==> config.mk <==
export PLATFORM = sky130hd
export DESIGN_NAME = wlkfe_ctrl
export DESIGN_NICKNAME = d
export VERILOG_FILES = /design/src/sv/wlkfe_pkg.sv /design/src/sv/wlkfe_ctrl.sv
export SDC_FILE = /design/constraint.sdc
export NUM_CORES = 1
export LEC_CHECK = 0
export ABC_CLOCK_PERIOD_IN_PS = 2800
export BUFFER_PORTS_ARGS = -buffer_cell sky130_fd_sc_hd__buf_2
export CAP_MARGIN = 20
export CORE_UTILIZATION = 55
export CTS_BUF_LIST = sky130_fd_sc_hd__clkbuf_4 sky130_fd_sc_hd__clkbuf_8
export CTS_CLUSTER_SIZE = 30
export DETAILED_ROUTE_END_ITERATION = 12
export GPL_ROUTABILITY_DRIVEN = 0
export HOLD_SLACK_MARGIN = 0.08
export PLACE_DENSITY = 0.75
export SLEW_MARGIN = 20
export SYNTH_ARGS = -nofsm -noshare
export SYNTH_HDL_FRONTEND = slang
export SYNTH_SLANG_ARGS = --single-unit
export TNS_END_PERCENT = 100
==> constraint.sdc <==
create_clock -name clk -period 2.8 [get_ports clk]
set_input_delay 0.14 -clock clk [delete_from_list [all_inputs] [get_ports clk]]
set_output_delay 0.14 -clock clk [all_outputs]
set_load 0.02 [all_outputs]
==> src/sv/wlkfe_pkg.sv <==
package wlkfe_pkg;

    // Lattice and table geometry
    localparam int SPIN_AW  = 10;   // {sublattice, y, x}
    localparam int BIN_AW   = 9;
    localparam int LD_W     = 48;
    localparam int CNT_W    = 32;
    localparam int E_W      = 12;
    localparam int CFG_W    = 33;
    localparam int CNT_CTR_W = 11;

    localparam logic signed [E_W:0] E_MAX_C = 13'sd1536;
    localparam logic signed [E_W:0] E_MIN_C = -13'sd512;
    localparam logic [LD_W-1:0]  LD_ONE  = 48'h0001_0000_0000;
    localparam logic [LD_W-1:0]  LD_MAX  = 48'hFFFF_FFFF_FFFF;
    localparam logic [CNT_W-1:0] CNT_MAX = 32'hFFFF_FFFF;
    localparam logic [32:0]      Q32_ONE = 33'h1_0000_0000;
    localparam logic [E_W-1:0]   E_RESET = 12'd1536;
    localparam logic [15:0]      FF_RESET = 16'd52429;

    // Request codes
    localparam logic [2:0] REQ_FLIP  = 3'd0;
    localparam logic [2:0] REQ_WRITE = 3'd1;
    localparam logic [2:0] REQ_FLAT  = 3'd2;
    localparam logic [2:0] REQ_CLEAR = 3'd3;
    localparam logic [2:0] REQ_READ  = 3'd4;
    localparam logic [1:0] SUB_NONE  = 2'd3;

    // Config register indexes
    localparam logic REG_LMF = 1'b0;
    localparam logic REG_FF  = 1'b1;

    // Datapath operation codes
    localparam logic [4:0] OP_NOP     = 5'd0;
    localparam logic [4:0] OP_LOAD    = 5'd1;
    localparam logic [4:0] OP_INIT    = 5'd2;
    localparam logic [4:0] OP_SPIN_RD = 5'd3;
    localparam logic [4:0] OP_DELTA   = 5'd4;
    localparam logic [4:0] OP_WRITE   = 5'd5;
    localparam logic [4:0] OP_RD_GI   = 5'd6;
    localparam logic [4:0] OP_RD_GF   = 5'd7;
    localparam logic [4:0] OP_DECIDE  = 5'd8;
    localparam logic [4:0] OP_H_MUL   = 5'd9;
    localparam logic [4:0] OP_H_REC   = 5'd10;
    localparam logic [4:0] OP_H_FIX   = 5'd11;
    localparam logic [4:0] OP_SQ_MUL  = 5'd12;
    localparam logic [4:0] OP_SQ_UPD  = 5'd13;
    localparam logic [4:0] OP_ACC     = 5'd14;
    localparam logic [4:0] OP_UPD     = 5'd15;
    localparam logic [4:0] OP_UPD2    = 5'd16;
    localparam logic [4:0] OP_SUM_RD  = 5'd17;
    localparam logic [4:0] OP_THR     = 5'd18;
    localparam logic [4:0] OP_CHK_RD  = 5'd19;
    localparam logic [4:0] OP_CLR     = 5'd20;
    localparam logic [4:0] OP_BIN_RD  = 5'd21;
    localparam logic [4:0] OP_OUT     = 5'd22;

    typedef struct packed {
        logic [4:0]         op;
        logic [CNT_CTR_W-1:0] cnt;   // sweep address, neighbor select, Horner k
    } cmd_t;

    typedef struct packed {
        logic [2:0] req;
        logic [1:0] sub;
        logic       ge;     // ln g(old) >= ln g(new)
        logic       big;    // exponent argument >= 32
    } stat_t;

    // floor(2^32 / k) for the Horner divisions
    function automatic logic [32:0] recip(input logic [3:0] k);
        logic [32:0] r;
        case (k)
            4'd1:    r = 33'd4294967296;
            4'd2:    r = 33'd2147483648;
            4'd3:    r = 33'd1431655765;
            4'd4:    r = 33'd1073741824;
            4'd5:    r = 33'd858993459;
            4'd6:    r = 33'd715827882;
            4'd7:    r = 33'd613566756;
            4'd8:    r = 33'd536870912;
            4'd9:    r = 33'd477218588;
            4'd10:   r = 33'd429496729;
            4'd11:   r = 33'd390451572;
            4'd12:   r = 33'd357913941;
            default: r = 33'd0;
        endcase
        return r;
    endfunction

endpackage

==> src/sv/wlkfe_ctrl.sv <==
module wlkfe_ctrl import wlkfe_pkg::*; (
    input  logic  clk,
    input  logic  rst_n,
    input  logic  in_valid,
    output logic  in_stall,
    output logic  out_valid,
    input  logic  out_stall,
    input  stat_t stat,
    output cmd_t  cmd
);

    localparam logic [4:0] S_INIT   = 5'd0;
    localparam logic [4:0] S_IDLE   = 5'd1;
    localparam logic [4:0] S_DISP   = 5'd2;
    localparam logic [4:0] S_SPIN   = 5'd3;
    localparam logic [4:0] S_DELTA  = 5'd4;
    localparam logic [4:0] S_WRITE  = 5'd5;
    localparam logic [4:0] S_RDI    = 5'd6;
    localparam logic [4:0] S_RDF    = 5'd7;
    localparam logic [4:0] S_WAITF  = 5'd8;
    localparam logic [4:0] S_DECIDE = 5'd9;
    localparam logic [4:0] S_HMUL   = 5'd10;
    localparam logic [4:0] S_HREC   = 5'd11;
    localparam logic [4:0] S_HFIX   = 5'd12;
    localparam logic [4:0] S_SQMUL  = 5'd13;
    localparam logic [4:0] S_SQUPD  = 5'd14;
    localparam logic [4:0] S_ACC    = 5'd15;
    localparam logic [4:0] S_UPD    = 5'd16;
    localparam logic [4:0] S_UPD2   = 5'd17;
    localparam logic [4:0] S_SUM    = 5'd18;
    localparam logic [4:0] S_THR    = 5'd19;
    localparam logic [4:0] S_CHK    = 5'd20;
    localparam logic [4:0] S_CLR    = 5'd21;
    localparam logic [4:0] S_READ   = 5'd22;
    localparam logic [4:0] S_READ2  = 5'd23;
    localparam logic [4:0] S_DONE   = 5'd24;

    localparam logic [CNT_CTR_W-1:0] C_SPIN_END = 11'd5;
    localparam logic [CNT_CTR_W-1:0] C_INIT_END = 11'd1023;
    localparam logic [CNT_CTR_W-1:0] C_BINS     = 11'd512;
    localparam logic [CNT_CTR_W-1:0] C_CLR_END  = 11'd511;
    localparam logic [CNT_CTR_W-1:0] C_K_FIRST  = 11'd12;
    localparam logic [CNT_CTR_W-1:0] C_K_LAST   = 11'd1;
    localparam logic [CNT_CTR_W-1:0] C_SQ_LAST  = 11'd4;

    logic [4:0]           state_reg, state_next;
    logic [CNT_CTR_W-1:0] cnt_reg, cnt_next;
    logic                 out_valid_reg, out_valid_next;
    logic [4:0]           op;

    assign in_stall  = (state_reg != S_IDLE);
    assign out_valid = out_valid_reg;
    assign cmd.op    = op;
    assign cmd.cnt   = cnt_reg;

    // Sequencer
    always_comb
    begin
        state_next = state_reg;
        cnt_next   = cnt_reg;
        op         = OP_NOP;
        case (state_reg)
            S_INIT:
            begin
                op = OP_INIT;
                if (cnt_reg == C_INIT_END)
                begin
                    cnt_next   = '0;
                    state_next = S_IDLE;
                end
                else
                begin
                    cnt_next = cnt_reg + 1'b1;
                end
            end
            S_IDLE:
            begin
                if (in_valid)
                begin
                    op         = OP_LOAD;
                    state_next = S_DISP;
                end
            end
            S_DISP:
            begin
                cnt_next = '0;
                if ((stat.req inside {REQ_FLIP, REQ_WRITE}) && stat.sub != SUB_NONE)
                    state_next = S_SPIN;
                else if (stat.req == REQ_FLAT)
                    state_next = S_SUM;
                else if (stat.req == REQ_CLEAR)
                    state_next = S_CLR;
                else if (stat.req == REQ_READ)
                    state_next = S_READ;
                else
                    state_next = S_DONE;
            end
            // own spin then four neighbors; last data lands at count 5
            S_SPIN:
            begin
                if (cnt_reg == C_SPIN_END)
                begin
                    state_next = S_DELTA;
                end
                else
                begin
                    op       = OP_SPIN_RD;
                    cnt_next = cnt_reg + 1'b1;
                end
            end
            S_DELTA:
            begin
                op         = OP_DELTA;
                state_next = (stat.req == REQ_WRITE) ? S_WRITE : S_RDI;
            end
            S_WRITE:
            begin
                op         = OP_WRITE;
                state_next = S_DONE;
            end
            S_RDI:
            begin
                op         = OP_RD_GI;
                state_next = S_RDF;
            end
            S_RDF:
            begin
                op         = OP_RD_GF;
                state_next = S_WAITF;
            end
            S_WAITF:
            begin
                state_next = S_DECIDE;
            end
            S_DECIDE:
            begin
                op = OP_DECIDE;
                if (stat.ge)
                    state_next = S_UPD;
                else if (stat.big)
                    state_next = S_ACC;
                else
                begin
                    cnt_next   = C_K_FIRST;
                    state_next = S_HMUL;
                end
            end
            // Horner series, k = 12 down to 1
            S_HMUL:
            begin
                op         = OP_H_MUL;
                state_next = S_HREC;
            end
            S_HREC:
            begin
                op         = OP_H_REC;
                state_next = S_HFIX;
            end
            S_HFIX:
            begin
                op = OP_H_FIX;
                if (cnt_reg == C_K_LAST)
                begin
                    cnt_next   = '0;
                    state_next = S_SQMUL;
                end
                else
                begin
                    cnt_next   = cnt_reg - 1'b1;
                    state_next = S_HMUL;
                end
            end
            // five squarings
            S_SQMUL:
            begin
                op         = OP_SQ_MUL;
                state_next = S_SQUPD;
            end
            S_SQUPD:
            begin
                op = OP_SQ_UPD;
                if (cnt_reg == C_SQ_LAST)
                begin
                    state_next = S_ACC;
                end
                else
                begin
                    cnt_next   = cnt_reg + 1'b1;
                    state_next = S_SQMUL;
                end
            end
            S_ACC:
            begin
                op         = OP_ACC;
                state_next = S_UPD;
            end
            S_UPD:
            begin
                op         = OP_UPD;
                state_next = S_UPD2;
            end
            S_UPD2:
            begin
                op         = OP_UPD2;
                state_next = S_DONE;
            end
            // flatness: sum pass, threshold, check pass
            S_SUM:
            begin
                if (cnt_reg == C_BINS)
                begin
                    state_next = S_THR;
                end
                else
                begin
                    op       = OP_SUM_RD;
                    cnt_next = cnt_reg + 1'b1;
                end
            end
            S_THR:
            begin
                op         = OP_THR;
                cnt_next   = '0;
                state_next = S_CHK;
            end
            S_CHK:
            begin
                if (cnt_reg == C_BINS)
                begin
                    state_next = S_DONE;
                end
                else
                begin
                    op       = OP_CHK_RD;
                    cnt_next = cnt_reg + 1'b1;
                end
            end
            S_CLR:
            begin
                op = OP_CLR;
                if (cnt_reg == C_CLR_END)
                    state_next = S_DONE;
                else
                    cnt_next = cnt_reg + 1'b1;
            end
            S_READ:
            begin
                op         = OP_BIN_RD;
                state_next = S_READ2;
            end
            S_READ2:
            begin
                state_next = S_DONE;
            end
            S_DONE:
            begin
                if (!out_valid_reg || !out_stall)
                begin
                    op         = OP_OUT;
                    state_next = S_IDLE;
                end
            end
            default:
            begin
                state_next = S_IDLE;
            end
        endcase
    end

    // Output valid
    always_comb
    begin
        if (op == OP_OUT)
            out_valid_next = 1'b1;
        else if (!out_stall)
            out_valid_next = 1'b0;
        else
            out_valid_next = out_valid_reg;
    end

    always_ff @(posedge clk or negedge rst_n)
    begin
        if (!rst_n)
        begin
            state_reg     <= S_INIT;
            cnt_reg       <= '0;
            out_valid_reg <= 1'b0;
        end
        else
        begin
            state_reg     <= state_next;
            cnt_reg       <= cnt_next;
            out_valid_reg <= out_valid_next;
        end
    end

endmodule

==> results of run 1 <==
==> worst max-delay path: stages (launching register included) <==
cell	delay (ps)
dfrtp_1	480
ha_1	270
nand4_1	230
or4_1	570
o21ai_2	150
nand2_1	220
o41ai_1	320
o221ai_1	170
==> routing by layer <==
metal  GRT usage, %  wire length (um)
met4           6.67                97
met3           5.11               614
met2           48.8              2840
met1           47.9              2910
met5              0                 0
==> power groups by stage <==
stage	Combinational [mW]	Clock [mW]	Sequential, mW
floorplan	1.73	0	0.482
detailed placement	2.38	0	0.464
global route	2.68	0.214	0.476
CTS	2.40	0.208	0.458
finish	2.45	0.200	0.464
global placement	2.36	0	0.459
==> cells in the final DEF (no fill, tap or decap), drive strengths merged, types with 2 or more instances in the layout <==
cell type / instances
a2111oi: 2
a211oi: 6
a21o: 4
a21oi: 25
a221oi: 2
a31oi: 6
a32oi: 4
a41oi: 3
and2: 6
and3b: 2
buf: 46
clkbuf: 4
dfrtp: 17
ha: 4
inv: 11
mux2: 4
nand2: 22
nand2b: 10
nand3: 9
nand3b: 2
nand4: 7
nor2: 35
nor2b: 11
nor3: 12
nor3b: 3
nor4: 6
o211ai: 2
o21ai: 23
o22ai: 5
o311ai: 2
o31ai: 7
o32a: 2
o41ai: 4
or3: 5
or4: 3
xnor2: 2
xor2: 2
==> area by class of cell <==
cell class | count | area, sq um | area share, %
repair buffers | 47 | 298 | 12.1
flip-flops and latches | 17 | 425 | 17.4
well taps | 48 | 60.1 | 2.45
multi-input cells | 256 | 1580 | 64.4
inverters | 11 | 41.3 | 1.68
clock buffers | 4 | 48.8 | 1.99
==> per-stage QoR <==
step / setup slack [ps] / instances / hold WS, ps
global route: 58.5 / 383 / 233
global placement: 377 / 378 / 94.9
floorplan: 419 / 310 / -156
CTS: 280 / 383 / 197
finish: 259 / 383 / 201
detailed placement: 285 / 378 / 98.5
==> kinds of logic (layout without fill, tap and decap cells) <==
logic type	Yosys count	count (layout)	synth area share, %
AND/OR/NAND/NOR	136	136	33.1
adder cells (fa/ha/maj)	4	4	2.31
AO/OA/AOI/OAI	107	107	33.1
multiplexers	5	5	2.72
flip-flops	17	17	19.7
buffers and inverters	37	62	7.40
XOR/XNOR	4	4	1.62
==> how the worst max path moves through the flow <==
stage | start | to | slack [ps]
final | cnt_reg[1]$_DFFE_PN0P_ | cnt_reg[3]$_DFFE_PN0P_ | 260
after global routing | cnt_reg[1]$_DFFE_PN0P_ | cnt_reg[3]$_DFFE_PN0P_ | 60
after CTS | cnt_reg[1]$_DFFE_PN0P_ | cnt_reg[3]$_DFFE_PN0P_ | 280
after detailed placement | cnt_reg[1]$_DFFE_PN0P_ | cnt_reg[3]$_DFFE_PN0P_ | 280
after global placement | cnt_reg[6]$_DFFE_PN0P_ | cnt_reg[5]$_DFFE_PN0P_ | 380
after floorplan | cnt_reg[1]$_DFFE_PN0P_ | cnt_reg[5]$_DFFE_PN0P_ | 420
==> impl_metrics.yaml, run 1 <==
global_route:
  grt_usage_pct: 32.4
  grt_pass1_wl_mm: 10.8
  grt_max_degree: 38
  grt_pass1_vias: 2245
  gr-total-overflow: 0
  antenna_found_initial: 0
floorplan:
  start_util_pct: 58.2
  core_sq_um: 3720
  die_w_um: 64.7
  die_h_um: 64.7
  row_count: 22
  ios: 29
  dieArea_sq_um: 4190
yosys:
  synth_ff_type: "dfrtp_1"
  avgSynthCellArea_sq_um: 6.98
  synth_edf_count: 0
  syn-cell-area_sq_um: 2160
  synth_most_common_cell: "nor2_1"
  synthArstFlopShare_pct: 100
  syn_inst: 310
  synth_seq_cells: 17
  ys_top_cells_by_area: "dfrtp_1 20%, nor2_1 5.9%, a21oi_1 5.8%, o21ai_0 4.6%, nand2_1 3.8%"
  ys_warn_count: 0
  syn_nets: 325
  yosys.area.top_type: "dfrtp_1"
  ys_types: 63
  synth_seq_area_share_pct: 19.7
  synth_top_area_share_pct: 19.7
  synth_common_cells: "34 x nor2_1, 25 x a21oi_1, 22 x nand2_1, 20 x o21ai_0, 17 x dfrtp_1"
min_path:
  min_path_type: "input pin to flip-flop"
  whs_path_depth: 3
  min_delay_worst_endpoint: "out_valid$_DFFE_PN0P_"
  hp-start: "out_stall"
power_and_ir_drop:
  p_sw_share_pct: 55.2
  internal_power_mw: 1.40
  p_switching_mw: 1.72
  p_leak_nw: 0.984
  clockPowerShare_pct: 6.4
  p_comb_share_pct: 78.7
  max-vdd-ir-drop_uv: 793
  power_frac_seq_pct: 14.9
  finalPower_mw: 3.11
  powerDensity_nw_per_um2: 1270
clock_tree:
  clockRootBuffer: "clkbuf_8"
  htreeDepth: 1
  cts.sinks: 17
  insertion_delay_ps: 260
  ctsResizeCount: 0
  clock_path_buffers: 2
  hold_buffers: 1
  cts_tree: "built"
  clk_pin_slew_ps: 80
  cts-buffers-inserted: 3
  cts_setup_buffers: 0
cells_and_area:
  num_antenna_cells: 0
  fin_util_pct: 66.0
  largest_register_ffs: 11
  postLayoutCellArea_sq_um: 2450
  area_growth_pct: 13.3
  fillerInstances: 357
  drive_gt1_share_pct: 17.9
  fin_nets: 351
sta:
  max-slew-margin-rel_pct: 56.2
  setup_viol: 0
  finalHoldViolations: 0
  tightest_slew_ps: 652
  slew_viol_final: 0
  fin_crit_ps: 2540
  finClkSkew_ps: 11.2
  post-route-period-util_pct: 90.8
  rsz0062_at_grt: "false"
  max_freq_mhz: 394
  setup-tns-final_ps: 0
route:
  drc: 0
  wl_per_cell_um: 16.9
  routed_wl_mm: 6.46
  dr.pass1.iters: 5
  viasPerCell: 6.75
  ant_nets: 0
  drtIter0Drc: 300
  vias: 2585
placement:
  postPlaceCellArea_sq_um: 2390
  dp_hpwl_mm: 4.61
  portBuffers: 28
setup_path:
  arrival_ps: 2650
  reg2reg_to: "cnt_reg[3]$_DFFE_PN0P_"
  r2r_start: "cnt_reg[1]$_DFFE_PN0P_"
  critical_path_class: "flip-flop to flip-flop"
  cp_max_fo: 9
  reg2reg_depth: 7
  crit_path_start_kind: "flip-flop"
  crit_required_ps: 2910
  critical_path.endpoint_type: "flip-flop"
  r2r_slack_ps: 260
status:
  status: "finished clean"
job:
  cap_violations: 0
No activity file was read; power rests on OpenSTA's default activity.
==> run 2: changes to the inputs <==
RECOVER_POWER = 25   (was unset)
==> impl_metrics.yaml, run 2 (synthesized netlist as in run 1, its figures left out) <==
placement:
  dp_hpwl_mm: 4.61
  portBuffers: 28
  dp_cells: 378
cells_and_area:
  final_cell_mix: "34 x nor2_1, 27 x buf_2, 25 x a21oi_1, 22 x nand2_1, 20 x o21ai_0"
  fillerInstances: 358
  final_common_cell: "nor2_1"
  drive_gt1_share_pct: 17.6
  area_growth_pct: 13.2
  num_antenna_cells: 0
  stdcell_count: 383
  fin_nets: 351
  largest_register_ffs: 11
power_and_ir_drop:
  powerDensity_nw_per_um2: 1270
  p_leak_nw: 0.981
  max-vdd-ir-drop_uv: 797
clock_tree:
  htreeDepth: 1
  clk_pin_slew_ps: 80
  cts-buffers-inserted: 3
  clock_path_buffers: 2
  clockRootBuffer: "clkbuf_8"
  cts.sinks: 17
  cts_tree: "built"
  insertion_delay_ps: 260
  ctsResizeCount: 0
setup_path:
  critical_path_class: "flip-flop to flip-flop"
  reg2reg_depth: 7
  arrival_ps: 2650
  r2r_start: "cnt_reg[1]$_DFFE_PN0P_"
  critical_path.endpoint_type: "flip-flop"
  crit_path_start_kind: "flip-flop"
  reg2reg_to: "cnt_reg[3]$_DFFE_PN0P_"
  crit_path_end: "cnt_reg[3]$_DFFE_PN0P_"
  crit_required_ps: 2910
  cp_max_fo: 9
  startpoint: "cnt_reg[1]$_DFFE_PN0P_"
  r2r_slack_ps: 260
global_route:
  grt_pass1_wl_mm: 10.8
  grt_usage_pct: 32.4
  gr-total-overflow: 0
  grt_max_degree: 38
  grt_pass1_vias: 2245
  antenna_found_initial: 0
route:
  ant_nets: 0
  routed_wl_mm: 6.45
  vias: 2590
  viasPerCell: 6.76
  drc: 0
  drtIter0Drc: 300
  dr.pass1.iters: 5
  wl_per_cell_um: 16.8
floorplan:
  dieArea_sq_um: 4190
  row_count: 22
  die_w_um: 64.7
  start_util_pct: 58.2
  die_h_um: 64.7
  core_sq_um: 3720
  ios: 29
min_path:
  whs_path_depth: 3
  min_path_type: "input pin to flip-flop"
job:
  cap_violations: 0
sta:
  setup_viol: 0
  post-route-period-util_pct: 90.7
  finClkSkew_ps: 12.3
  setup-tns-final_ps: 0
  slew_viol_final: 0
  max_freq_mhz: 394
  tightest_slew_ps: 980
  rsz0062_at_grt: "false"
  finalHoldViolations: 0
  max-slew-margin-rel_pct: 34.6
  fin_crit_ps: 2540
status:
  status: "finished clean"
run 2: cell types whose count changed in the layout (fill, tap and decap cells not counted):
cell	before	now
buf_2	28	27
clkbuf_1	0	1
run 2: what timing repair did:
item | in CTS | in global routing
endpoints found under the hold margin | 17 | 0
setup buffers | 0 | 0
hold buffers | 1 | 0
run 2: routing by layer:
layer  vias to the layer above  part of all wire [%]  GRT usage, %
li1                       1221                     -             -
met1                      1192                    45          47.9
met2                       165                    44          48.8
met3                        12                    10          5.11
met4                         0                   1.3          6.67
met5                         -                     0             0
run 2: layout make-up:
| class | count | area (sq um) | area share (%) |
|---|---|---|---|
| Multi-Input combinational cell | 256 | 1580 | 64.4 |
| Sequential cell | 17 | 425 | 17.4 |
| Timing Repair Buffer | 47 | 297 | 12.1 |
| Tap cell | 48 | 60.1 | 2.45 |
| Clock buffer | 4 | 48.8 | 1.99 |
| Inverter | 11 | 41.3 | 1.69 |
run 2: worst max-delay path, stage by stage, from the launching register on:
cell	delay, ps
dfrtp_1	480
ha_1	270
nand4_1	230
or4_1	570
o21ai_2	150
nand2_1	220
o41ai_1	320
o221ai_1	170
run 2: worst min path at each step:
stage | from | to | slack (ps)
2_1_floorplan | rst_n | cnt_reg[0]$_DFFE_PN0P_ | -160
3_3_place_gp | rst_n | cnt_reg[6]$_DFFE_PN0P_ | 90
3_5_place_dp | rst_n | cnt_reg[6]$_DFFE_PN0P_ | 100
4_1_cts | out_stall | out_valid$_DFFE_PN0P_ | 200
5_1_grt | out_stall | out_valid$_DFFE_PN0P_ | 230
6_report | out_stall | out_valid$_DFFE_PN0P_ | 200
run 2: report_power, final:
group	total, mW	internal [mW]	switching [mW]
sequential	0.462	0.339	0.123
clock	0.201	0.111	0.0905
combinational	2.45	0.946	1.51
run 2: through the flow:
step	worst slack, ps	hold slack (ps)	instance area (sq um)	util (%)	power [mW]
finish	259	201	2450	65.9	3.12
detailed placement	285	98.5	2390	64.4	2.85
floorplan	419	-156	2160	-	2.21
global route	58.5	233	2450	65.9	3.37
CTS	280	197	2450	66.0	3.06
global placement	377	94.9	2390	64.4	2.82
==> run 3: changes to the inputs <==
CORE_ASPECT_RATIO = 0.6   (was unset)
==> impl_metrics.yaml, run 3 (synthesized netlist as in run 1, its figures left out) <==
status:
  status: "finished clean"
setup_path:
  cp_slowest_cell: "or4_1"
  max_stage_delay_ps: 590
  critPathTopFamily: "simple AND/OR/NAND/NOR gates"
  crit_required_ps: 2940
  startpoint: "cnt_reg[0]$_DFFE_PN0P_"
  r2r_slack_ps: 190
  crit_path_start_kind: "flip-flop"
  critical_path_class: "flip-flop to flip-flop"
  cp_max_fo: 8
  cp.buffers_inverters: 0
  critical_path.endpoint_type: "flip-flop"
  r2r_start: "cnt_reg[0]$_DFFE_PN0P_"
  arrival_ps: 2750
  path_cells: "ha_1 -> nand4_1 -> or4_1 -> o21ai_2 -> nand2_1 -> o41ai_1 -> o221ai_1"
cells_and_area:
  stdcell_count: 384
  final_cell_mix: "34 x nor2_1, 27 x buf_2, 25 x a21oi_1, 22 x nand2_1, 20 x o21ai_0"
  final_common_cell: "nor2_1"
  fin_nets: 353
  largest_register_ffs: 11
  num_antenna_cells: 0
  postLayoutCellArea_sq_um: 2460
  area_growth_pct: 13.9
  drive_gt1_share_pct: 18.4
placement:
  postPlaceCellArea_sq_um: 2410
  dp_cells: 379
  dp_hpwl_mm: 5.09
  portBuffers: 28
clock_tree:
  cts-buffers-inserted: 3
  insertion_delay_ps: 270
  clockRootBuffer: "clkbuf_8"
  clk_pin_slew_ps: 80
  clock_path_buffers: 2
  htreeDepth: 1
  cts_tree: "built"
  cts_setup_buffers: 0
  cts.sinks: 17
power_and_ir_drop:
  powerDensity_nw_per_um2: 1290
  p_leak_nw: 0.984
  max-vdd-ir-drop_uv: 845
  finalPower_mw: 3.19
route:
  viasPerCell: 6.85
  dr.pass1.iters: 6
  routed_wl_mm: 6.84
  vias: 2629
  ant_nets: 0
  wl_per_cell_um: 17.8
  drc: 0
  drtIter0Drc: 512
global_route:
  grt_usage_pct: 33.4
  grt_pass1_wl_mm: 11.3
  gr-total-overflow: 0
  grt_pass1_vias: 2297
  grt_max_degree: 36
  antenna_found_initial: 0
min_path:
  hp-start: "out_stall"
  min_path_type: "input pin to flip-flop"
sta:
  max_freq_mhz: 382
  slew_viol_final: 0
  rsz0062_at_grt: "false"
  max-slew-margin-rel_pct: 36.3
  setup-tns-final_ps: 0
  fin_crit_ps: 2610
  tightest_slew_ps: 956
  setup_viol: 0
  post-route-period-util_pct: 93.4
  finalHoldViolations: 0
  finClkSkew_ps: 4.92
floorplan:
  die_h_um: 50.6
  row_count: 17
  die_w_um: 83.0
  core_sq_um: 3720
  ios: 29
  start_util_pct: 58.1
  dieArea_sq_um: 4200
job:
  cap_violations: 0
[run 3: cell types whose count changed in the layout (fill, tap and decap cells not counted)]
cell,before,now
buf_4,17,19
clkbuf_4,1,0
clkinvlp_4,0,1
dfrtp_1,17,16
dfrtp_2,0,1
[run 3: stage by stage]
stage | hold WS [ps] | utilization (%) | setup WS [ps]
2_1_floorplan | -156 | - | 419
3_3_place_gp | 82.3 | 64.6 | 360
3_5_place_dp | 87.5 | 64.6 | 257
4_1_cts | 216 | 66.2 | 223
5_1_grt | 232 | 66.2 | 18.5
6_report | 208 | 66.2 | 185
[run 3: where the power goes]
part           total, mW  leakage (nW)  switching (mW)  internal [mW]
clock              0.201        0.0217           0.100          0.101
combinational       2.51         0.745            1.54          0.966
sequential         0.478         0.218           0.138          0.340
total               3.19         0.984            1.78           1.41
[run 3: worst paths after layout]
kind / endpoint / depth (start not counted)
min in group asynchronous: cnt_reg[8]$_DFFE_PN0P_ / 2
worst min-delay path: out_valid$_DFFE_PN0P_ / 3
worst max register to register: cnt_reg[3]$_DFFE_PN0P_ / 7
max in group asynchronous: cnt_reg[1]$_DFFE_PN0P_ / 2
worst min register to register: out_valid$_DFFE_PN0P_ / 2
worst max-delay path: cnt_reg[3]$_DFFE_PN0P_ / 7
[run 3: worst register-to-register path, delay by kind of cell (launching register included)]
family	cells	cell delay, ps
AOI/OAI and AO/OA	3	630
and+or+nand+nor	3	1080
DFF	1	480
adders and majority gates	1	290
[run 3: layout make-up]
class | instances | area (sq um)
multi-input combinational | 256 | 1580
tap | 47 | 58.8
fill | 346 | 1260
inverter | 11 | 41.3
clock buffer | 3 | 41.3
timing repair buffer | 49 | 312
sequential | 17 | 427
clock inverter | 1 | 7.51
[run 3: routing by layer]
metal  global-route usage, %  vias up  part of all wire (%)
met2                    48.4      182                    39
li1                        -     1226                     -
met1                    49.9     1209                    45
met5                       0        -                     0
met3                    9.54       12                    15
met4                    3.45        0                  0.89
[run 3: repair_timing]
action                     4_1_cts  5_1_grt
hold endpoints to repair        17        0
setup endpoints to repair        0        1
hold buffers                     1        0
resized for setup                0        1
